--- config.mk ---
export PLATFORM = sky130hd
export DESIGN_NAME = sha1_message_digest_unit
export DESIGN_NICKNAME = d
export VERILOG_FILES = /design/src/rtl/sha1md_pkg.sv /design/src/rtl/sha1_message_digest_unit.sv /design/src/rtl/sha1md_core.sv
export SDC_FILE = /design/constraint.sdc
export NUM_CORES = 2
export LEC_CHECK = 0
export ABC_AREA = 1
export BUFFER_PORTS_ARGS = -buffer_cell sky130_fd_sc_hd__clkbuf_2
export CORE_ASPECT_RATIO = 1.25
export CORE_MARGIN = 10
export CORE_UTILIZATION = 47
export CTS_CLUSTER_DIAMETER = 200
export DETAILED_ROUTE_END_ITERATION = 8
export MAX_ROUTING_LAYER = met4
export REMOVE_ABC_BUFFERS = 1
export SLEW_MARGIN = 0
export SYNTH_ARGS = -nofsm -noshare
export SYNTH_HDL_FRONTEND = slang
export SYNTH_SLANG_ARGS = --single-unit
--- constraint.sdc ---
create_clock -name i_clk -period 6.6 [get_ports i_clk]
set_input_delay 0.99 -clock i_clk [delete_from_list [all_inputs] [get_ports i_clk]]
set_output_delay 0.99 -clock i_clk [all_outputs]
set_load 0.01 [all_outputs]
--- src/rtl/sha1md_pkg.sv ---
`timescale 1ns / 1ps
`default_nettype none

package sha1md_pkg;

    typedef logic [31:0]      t_word;
    typedef logic [4:0][31:0] t_chain;

    localparam t_word IV_H0 = 32'h67452301;
    localparam t_word IV_H1 = 32'hefcdab89;
    localparam t_word IV_H2 = 32'h98badcfe;
    localparam t_word IV_H3 = 32'h10325476;
    localparam t_word IV_H4 = 32'hc3d2e1f0;

    localparam t_chain CHAIN_IV = {IV_H4, IV_H3, IV_H2, IV_H1, IV_H0};

    localparam t_word K_R0 = 32'h5a827999;
    localparam t_word K_R1 = 32'h6ed9eba1;
    localparam t_word K_R2 = 32'h8f1bbcdc;
    localparam t_word K_R3 = 32'hca62c1d6;

    localparam logic [7:0] PAD_BYTE = 8'h80;

    localparam logic [6:0] ROUND_F1   = 7'd20;
    localparam logic [6:0] ROUND_F2   = 7'd40;
    localparam logic [6:0] ROUND_F3   = 7'd60;
    localparam logic [6:0] ROUND_LAST = 7'd79;

    // Last byte position of a block, and first position that no longer leaves
    // room for the length words.
    localparam logic [5:0] POS_BLOCK_END = 6'd63;
    localparam logic [5:0] POS_LEN_START = 6'd56;

    typedef struct packed {
        logic        start;
        logic        init_chain;
        logic        wr_byte;
        logic [5:0]  byte_pos;
        logic [7:0]  byte_val;
        logic        wr_len;
        logic [63:0] len_bits;
    } t_core_ctl;

    typedef struct packed {
        logic busy;
        logic done;
    } t_core_sts;

endpackage

`default_nettype wire

--- src/rtl/sha1_message_digest_unit.sv ---
`timescale 1ns / 1ps
`default_nettype none

// Channel   Direction  Handshake          Beat
// input     in         i_valid / o_stall  i_data_byte, i_has_data, i_last_item
// output    out        o_valid / i_stall  o_digest_word, o_digest_last
//
// A byte beat that fills a 64-byte block starts a compression: the
// shared round unit runs one SHA-1 round a cycle and then folds into the chain.
// A last beat adds a padding step, a length step and one or two compressions,
// then five digest beats. Synchronous reset restores the IV and count.
// o_stall stays high from a block-completing beat until its compression ends,
// and from a last beat until the final digest beat is taken.

module sha1_message_digest_unit (
    input  wire         i_clk,
    input  wire         i_rst_n,
    input  wire         i_valid,
    output logic        o_stall,
    input  wire  [7:0]  i_data_byte,
    input  wire         i_has_data,
    input  wire         i_last_item,
    output logic        o_valid,
    input  wire         i_stall,
    output logic [31:0] o_digest_word,
    output logic        o_digest_last
);
    import sha1md_pkg::*;

    localparam logic [2:0] ST_IDLE  = 3'd0;
    localparam logic [2:0] ST_BLK   = 3'd1;
    localparam logic [2:0] ST_PAD   = 3'd2;
    localparam logic [2:0] ST_EXTRA = 3'd3;
    localparam logic [2:0] ST_LEN   = 3'd4;
    localparam logic [2:0] ST_FINAL = 3'd5;
    localparam logic [2:0] ST_OUT   = 3'd6;

    localparam logic [2:0] IDX_LAST = 3'd4;

    logic [2:0]  r_state, n_state;
    logic [60:0] r_cnt, n_cnt;
    logic        r_last, n_last;
    logic [2:0]  r_idx, n_idx;

    t_core_ctl   core_ctl;
    t_core_sts   core_sts;
    t_chain      chain;
    logic        in_beat;

    sha1md_core u_core (
        .i_clk   (i_clk),
        .i_rst_n (i_rst_n),
        .i_ctl   (core_ctl),
        .o_sts   (core_sts),
        .o_chain (chain)
    );

    assign o_stall = (r_state != ST_IDLE);
    assign in_beat = i_valid && !o_stall;

    always_comb begin
        n_state  = r_state;
        n_cnt    = r_cnt;
        n_last   = r_last;
        n_idx    = r_idx;
        core_ctl = '0;
        core_ctl.byte_pos = r_cnt[5:0];
        core_ctl.len_bits = {r_cnt, 3'b000};
        unique case (r_state)
            ST_IDLE: begin
                if (in_beat) begin
                    n_last = i_last_item;
                    if (i_has_data) begin
                        core_ctl.wr_byte  = 1'b1;
                        core_ctl.byte_val = i_data_byte;
                        n_cnt = r_cnt + 61'd1;
                        if (r_cnt[5:0] == POS_BLOCK_END) begin
                            core_ctl.start = 1'b1;
                            n_state = ST_BLK;
                        end else if (i_last_item) begin
                            n_state = ST_PAD;
                        end
                    end else if (i_last_item) begin
                        n_state = ST_PAD;
                    end
                end
            end
            ST_BLK: begin
                if (core_sts.done) begin
                    n_state = r_last ? ST_PAD : ST_IDLE;
                end
            end
            ST_PAD: begin
                core_ctl.wr_byte  = 1'b1;
                core_ctl.byte_val = PAD_BYTE;
                if (r_cnt[5:0] >= POS_LEN_START) begin
                    core_ctl.start = 1'b1;
                    n_state = ST_EXTRA;
                end else begin
                    n_state = ST_LEN;
                end
            end
            ST_EXTRA: begin
                if (core_sts.done) begin
                    n_state = ST_LEN;
                end
            end
            ST_LEN: begin
                core_ctl.wr_len = 1'b1;
                core_ctl.start  = 1'b1;
                n_state = ST_FINAL;
            end
            ST_FINAL: begin
                if (core_sts.done) begin
                    n_idx   = '0;
                    n_state = ST_OUT;
                end
            end
            ST_OUT: begin
                if (!i_stall) begin
                    if (r_idx == IDX_LAST) begin
                        // drop back to the initial vector for the next message
                        core_ctl.init_chain = 1'b1;
                        n_cnt   = '0;
                        n_idx   = '0;
                        n_state = ST_IDLE;
                    end else begin
                        n_idx = r_idx + 3'd1;
                    end
                end
            end
            default: begin
                n_state = ST_IDLE;
            end
        endcase
    end

    always_ff @(posedge i_clk) begin
        if (!i_rst_n) begin
            r_state <= ST_IDLE;
            r_cnt   <= '0;
            r_last  <= 1'b0;
            r_idx   <= '0;
        end else begin
            r_state <= n_state;
            r_cnt   <= n_cnt;
            r_last  <= n_last;
            r_idx   <= n_idx;
        end
    end

    assign o_valid       = (r_state == ST_OUT);
    assign o_digest_word = chain[r_idx];
    assign o_digest_last = (r_idx == IDX_LAST);

    a_start_idle: assert property (@(posedge i_clk) disable iff (!i_rst_n)
        core_ctl.start |-> !core_sts.busy)
        else $error("round unit started while busy");

    a_accept_idle: assert property (@(posedge i_clk) disable iff (!i_rst_n)
        in_beat |-> !core_sts.busy)
        else $error("input beat taken during compression");

    a_count_clear: assert property (@(posedge i_clk) disable iff (!i_rst_n)
        (o_valid && !i_stall && o_digest_last) |=> (r_cnt == '0 && r_state == ST_IDLE))
        else $error("byte count not cleared after digest");

    a_digest_quiet: assert property (@(posedge i_clk) disable iff (!i_rst_n)
        o_valid |-> !core_sts.busy)
        else $error("digest shown while chain still updating");

endmodule

`default_nettype wire

--- src/rtl/sha1md_core.sv ---
`timescale 1ns / 1ps
`default_nettype none

module sha1md_core (
    input  wire                  i_clk,
    input  wire                  i_rst_n,
    input  wire sha1md_pkg::t_core_ctl i_ctl,
    output sha1md_pkg::t_core_sts o_sts,
    output sha1md_pkg::t_chain   o_chain
);
    import sha1md_pkg::*;

    localparam logic [1:0] PH_IDLE = 2'd0;
    localparam logic [1:0] PH_RUN  = 2'd1;
    localparam logic [1:0] PH_FIN  = 2'd2;

    logic [1:0] r_phase;
    logic [6:0] r_round;
    t_chain     r_chain;
    t_word      r_w [16];
    t_word      r_v [5];

    logic [1:0] lane;
    t_word      f_val;
    t_word      k_val;
    t_word      w_next;
    t_word      tmp;

    assign lane   = ~i_ctl.byte_pos[1:0];
    assign w_next = r_w[13] ^ r_w[8] ^ r_w[2] ^ r_w[0];

    always_comb begin
        if (r_round < ROUND_F1) begin
            f_val = (r_v[1] & r_v[2]) | (~r_v[1] & r_v[3]);
            k_val = K_R0;
        end else if (r_round < ROUND_F2) begin
            f_val = r_v[1] ^ r_v[2] ^ r_v[3];
            k_val = K_R1;
        end else if (r_round < ROUND_F3) begin
            f_val = (r_v[1] & r_v[2]) | (r_v[1] & r_v[3]) | (r_v[2] & r_v[3]);
            k_val = K_R2;
        end else begin
            f_val = r_v[1] ^ r_v[2] ^ r_v[3];
            k_val = K_R3;
        end
    end

    assign tmp = {r_v[0][26:0], r_v[0][31:27]} + f_val + r_v[4] + k_val + r_w[0];

    // Sequencer: one round per cycle, then fold into the chain value.
    always_ff @(posedge i_clk) begin
        if (!i_rst_n) begin
            r_phase <= PH_IDLE;
            r_round <= '0;
        end else begin
            unique case (r_phase)
                PH_IDLE: begin
                    if (i_ctl.start) begin
                        r_phase <= PH_RUN;
                        r_round <= '0;
                    end
                end
                PH_RUN: begin
                    if (r_round == ROUND_LAST) begin
                        r_phase <= PH_FIN;
                    end else begin
                        r_round <= r_round + 7'd1;
                    end
                end
                PH_FIN: begin
                    r_phase <= PH_IDLE;
                end
                default: begin
                    r_phase <= PH_IDLE;
                end
            endcase
        end
    end

    always_ff @(posedge i_clk) begin
        if (!i_rst_n) begin
            for (int i = 0; i < 5; i++) begin
                r_v[i] <= '0;
            end
        end else if (i_ctl.start && r_phase == PH_IDLE) begin
            for (int i = 0; i < 5; i++) begin
                r_v[i] <= r_chain[i];
            end
        end else if (r_phase == PH_RUN) begin
            r_v[4] <= r_v[3];
            r_v[3] <= r_v[2];
            r_v[2] <= {r_v[1][1:0], r_v[1][31:2]};
            r_v[1] <= r_v[0];
            r_v[0] <= tmp;
        end
    end

    always_ff @(posedge i_clk) begin
        if (!i_rst_n) begin
            r_chain <= CHAIN_IV;
        end else if (i_ctl.init_chain) begin
            r_chain <= CHAIN_IV;
        end else if (r_phase == PH_FIN) begin
            for (int i = 0; i < 5; i++) begin
                r_chain[i] <= r_chain[i] + r_v[i];
            end
        end
    end

    // Schedule window: r_w[0] is the word of the current round.
    always_ff @(posedge i_clk) begin
        if (!i_rst_n) begin
            for (int i = 0; i < 16; i++) begin
                r_w[i] <= '0;
            end
        end else if (r_phase == PH_FIN) begin
            for (int i = 0; i < 16; i++) begin
                r_w[i] <= '0;
            end
        end else if (r_phase == PH_RUN) begin
            for (int i = 0; i < 15; i++) begin
                r_w[i] <= r_w[i+1];
            end
            r_w[15] <= {w_next[30:0], w_next[31]};
        end else begin
            if (i_ctl.wr_byte) begin
                r_w[i_ctl.byte_pos[5:2]][{lane, 3'b000} +: 8] <= i_ctl.byte_val;
            end
            if (i_ctl.wr_len) begin
                r_w[14] <= i_ctl.len_bits[63:32];
                r_w[15] <= i_ctl.len_bits[31:0];
            end
        end
    end

    assign o_sts.busy = (r_phase != PH_IDLE);
    assign o_sts.done = (r_phase == PH_FIN);
    assign o_chain    = r_chain;

endmodule

`default_nettype wire
# After elaboration in Yosys (flattened, before gate mapping)
# Memory sizes are Yosys's and may differ from the RTL's.
# Cells that the tools add are included.
# word_totals
regBits	237
ram_bits	672
output_inout_bits	35
elab_cells	251
n_memories	2
# op_classes
add_sub_neg	13
n_lt_le_gt_ge	5
n_eq_ne	21
n_shift	2
muxes	121
bitwise_logic	59
n_reduce_logical	17
# memory_table
name	words	width	read_ports	rd_clocked_by_memory_dff	wr	line_no	rtl
u_core.r_w	16	32	16	0	16	sha1md_core.sv:20	t_word r_w [16];
u_core.r_v	5	32	5	0	5	sha1md_core.sv:21	t_word r_v [5];
# op_table
operator	count
$mux W32	53
$add A32 B32 Y32	9
$mux W61	4
$xor A32 B32 Y32	5
$and A32 B32 Y32	4
$pmux W61 S2	1
$bmux W32 S3	1
$or A32 B32 Y32	3
$add A61 B1 Y61 const B	1
$or A1 B1 Y1	44
$mux W3	13
$mux W1	33
$not A32 Y32	1
$reduce_or A32 Y1	1
$shift A8 B7 Y32 const A	1
$shiftx A8 B7 Y32	1
$mux W31	1
$pmux W3 S7	1
$mux W8	2
$pmux W8 S2	1
$lt A7 B6 Y1 const B	2
$mux W7	2
$ne A2 B2 Y1 const B	7
$pmux W7 S2	1
other kinds (33)	46

# Depth between registers and ports, before layout
# logic_depth
ltp_word	12
depth_mapped	27
depth_no_buf	26

# By module
# A second synthesis with hierarchy kept.
# unflattened
cells_unflattened	7216
hier_area_um2	57173.6
# by_module_without_submodules
module	instances	cells_per_inst	area_per_inst_um2
sha1md_core	1	6215	51536.9
sha1_message_digest_unit	1	1001	5636.7

# Worst setup path before layout
# Ideal clock, no wire load.
# synth_path
kind	input -> register
startpoint	in i_rst_n
endpoint	mem u_core.r_v[0][0] (netlist name), enable pin
setup_time_ps	1322
t_arrival_ps	4706
path_slack_ps	572
cell_stages	7
path_cell_list	buf_2 -> inv_2 -> nor2_1 -> inv_2 -> clkbuf_1 -> buf_1 -> nand2_1
# synth_rtl
element	line_no	rtl
from (decl)	sha1_message_digest_unit.sv:17	input wire i_rst_n,
to (decl)	sha1md_core.sv:21	

==> flow_summary.toml <==
[setup_path]
crit_path_end = "u_core.r_v[0][29]$_DFFE_PP_"
startpoint_type = "flip-flop"
reg2reg_slack_ns = 1.19
worst-setup-path-type = "reg -> reg"
r2r_end = "u_core.r_v[0][29]$_DFFE_PP_"
arrival_ns = 5.85
worstReg2RegStart = "u_core.r_round[4]$_SDFFE_PN0P_"
required_ns = 7.05
reg2reg_depth = 21
crit_path_start = "u_core.r_round[4]$_SDFFE_PN0P_"
cp_max_fo = 17
end_kind = "flip-flop"

[status]
status = "finished clean"

[power_and_ir_drop]
ir_drop_mv = 0.277
p_per_area_nw_per_um2 = 465
leakagePower_nw = 25.8

[clock_tree]
clock_path_buffers = 3
root_buffer = "clkbuf_16"
post_cts_resized = 0
clkTransAtPathRegs_ns = 0.07
clk_latency_ns = 0.76
cts_num_sinks = 909
htree_levels = 3
ctsHoldBuffers = 0
tritoncts = "done"
cts_made_buffers = 100
post-cts-setup-buffer-count = 0

[synth]
ys.flop_type = "edfxtp_1"
yosysSeqAreaShare_pct = 43.4
yosys-top-cells-area = "edfxtp_1 (35%), nand2_1 (13%), dfxtp_1 (8.3%), o21ai_0 (6.6%), inv_1 (5.6%)"
netlist_area_um2 = 57400
synth_top_area_cell = "edfxtp_1"
synth-seq-cells = 909
synth_cell_types = 54
avgSynthCellArea_um2 = 7.91
yosysWarningCount = 0
syn_inst = 7261
synth_top_area_share_pct = 35.1
ys_async_sr_fraction_pct = 0
synth_edf_count = 672

[timing]
rsz0062_at_grt = "false"
hold_viol = 0
fin_crit_sh_pct = 81.9
slew_viol_final = 0
max_slew_margin_pct = 6.76
fmax_ghz = 0.185
worst_slew_pin_slew_ns = 1.38
fin_worst_skew_ns = 0.0687
tns_ns = 0
layout_min_cycle_time_ns = 5.41
setup_violations = 0

[die]
die-area_um2 = 137000
initial_core_util_pct = 47.3
fp.dieH_um = 411
core_area_um2 = 121000
io_pins = 49
die_w_um = 333
num_rows = 143

[cells_and_area]
fillCellCount = 11900
layout_commonest_cell = "nand2_1"
finalNonFillerCells = 8893
mostFrequentLayoutCells = "nand2_1 (1916), inv_1 (862), o21ai_0 (755)"
fin_nets = 7571
drive_gt1_share_pct = 4.59
syn_to_final_growth_pct = 8.99

[grt]
grt_max_degree = 241
grt_pass1_vias = 50600
antenna_found_initial = 4
globalRouteOverflowTotal = 0
grt_first_pass_wirelength_um = 342000
grt_usage_pct = 34.9

[worst_hold_path]
hold_depth = 2
min_path_type = "reg -> reg"

[drt]
firstDrtPassIters = 6
via_per_inst = 5.91
drt-total-wl_um = 238000
wire_per_inst_um = 26.7
final_antenna_net_count = 0
drc_errors = 0
via_count = 52600
first_iter_violations = 5026

[run]
cap_violations = 0

[placed_design]
hpwl_um = 182000
placed_cells = 8696
io_buffers = 48
gp_congestion = 1.06
==> cells in the mapped netlist (20+ instances only) <==
cell type,number
fa_1,124
xnor2_1,51
buf_2,45
a22o_1,26
o211ai_1,36
o21a_1,20
a21oi_1,512
clkbuf_1,189
o22ai_1,101
nand3_1,327
inv_1,864
o31ai_1,26
ha_1,229
edfxtp_1,672
o21ai_1,82
o21bai_1,36
dfxtp_1,237
xor2_1,69
o21ai_0,756
nand4_1,115
nor3_1,89
nor2_1,546
nand2_1,1917
==> state kept, by name, indices dropped and copies added, names as in the netlist <==
name,flops
r_cnt,61
r_idx,3
r_last,1
r_state,3
u_core.o_chain,160
u_core.r_phase,2
u_core.r_round,7
u_core.r_v,160
u_core.r_w,512
==> stage by stage <==
step                      setup slack, ns  instance area [um2]  hold WS [ns]  total power, mW  util, %
after global placement               1.45                59100         0.467             22.8     48.6
after floorplan                    -23.11                56300         0.437             17.8        -
final                                1.19                62600         0.488             29.1     51.5
after detailed placement             1.34                59100         0.477             22.8     48.6
after global routing                0.821                62600         0.505             30.8     51.5
after CTS                            1.28                62600         0.478             28.8     51.5
==> area by class of cell <==
| type | count | area, um2 | share of cell area, % |
|---|---|---|---|
| Multi-Input combinational cell | 5219 | 28200 | 45.0 |
| Sequential cell | 909 | 24900 | 39.8 |
| Inverter | 875 | 3290 | 5.26 |
| Clock buffer | 134 | 2760 | 4.41 |
| Tap cell | 1595 | 2000 | 3.19 |
| Clock inverter | 56 | 732 | 1.17 |
| Timing Repair Buffer | 99 | 686 | 1.10 |
| Antenna cell | 6 | 15.0 | 0.0240 |
==> logic make-up after synthesis <==
family | after synthesis | synth area share [%]
DFF | 909 | 43.4
muxes | 2 | 0.0349
AOI/OAI and AO/OA | 1653 | 15.6
buffers and inverters | 1133 | 7.62
xor gates and xnor gates | 120 | 1.83
adders and majority gates | 353 | 9.31
and+or+nand+nor | 3091 | 22.2
==> power breakdown <==
group,internal (mW),leakage [nW],switching [mW]
Clock,3.41,1.69,2.63
Sequential,7.60,8.97,1.32
Combinational,4.19,15.1,9.97
==> per-layer routing <==
layer	track usage [%]	vias to the layer above	wire length (um)
met5	-	-	0
met4	26.7	0	22000
met3	4.08	616	14500
met2	58.5	2171	116000
met1	37.8	25500	85600
li1	-	24300	-
==> worst min-delay path by stage <==
stage | end | slack (ns) | from
floorplan | r_last$_SDFFE_PN0P_ | 0.44 | r_last$_SDFFE_PN0P_
global placement | r_cnt[30]$_SDFFE_PN0P_ | 0.47 | r_cnt[30]$_SDFFE_PN0P_
detailed placement | r_cnt[30]$_SDFFE_PN0P_ | 0.48 | r_cnt[30]$_SDFFE_PN0P_
CTS | r_last$_SDFFE_PN0P_ | 0.48 | i_last_item
global route | u_core.r_w[13][15]$_DFFE_PP_ | 0.50 | u_core.r_w[14][15]$_DFFE_PP_
finish | r_cnt[30]$_SDFFE_PN0P_ | 0.49 | r_cnt[30]$_SDFFE_PN0P_
==> worst max-delay path, stage by stage (launching register included) <==
cell      delay (ns)
dfxtp_1         0.43
nand2_1         0.10
inv_1           0.08
nand3_1         0.17
nand3_2         0.12
nand2_1         0.40
o22ai_1         0.30
a21oi_1         0.10
fa_1            0.55
inv_1           0.05
fa_1            0.49
fa_1            0.42
inv_1           0.07
ha_1            0.20
inv_1           0.09
fa_1            0.49
nor2_1          0.13
nor2_1          0.10
o211ai_1        0.41
nand2_1         0.16
a21oi_1         0.16
o21ai_0         0.09
Power figures use the tool's default switching activity.
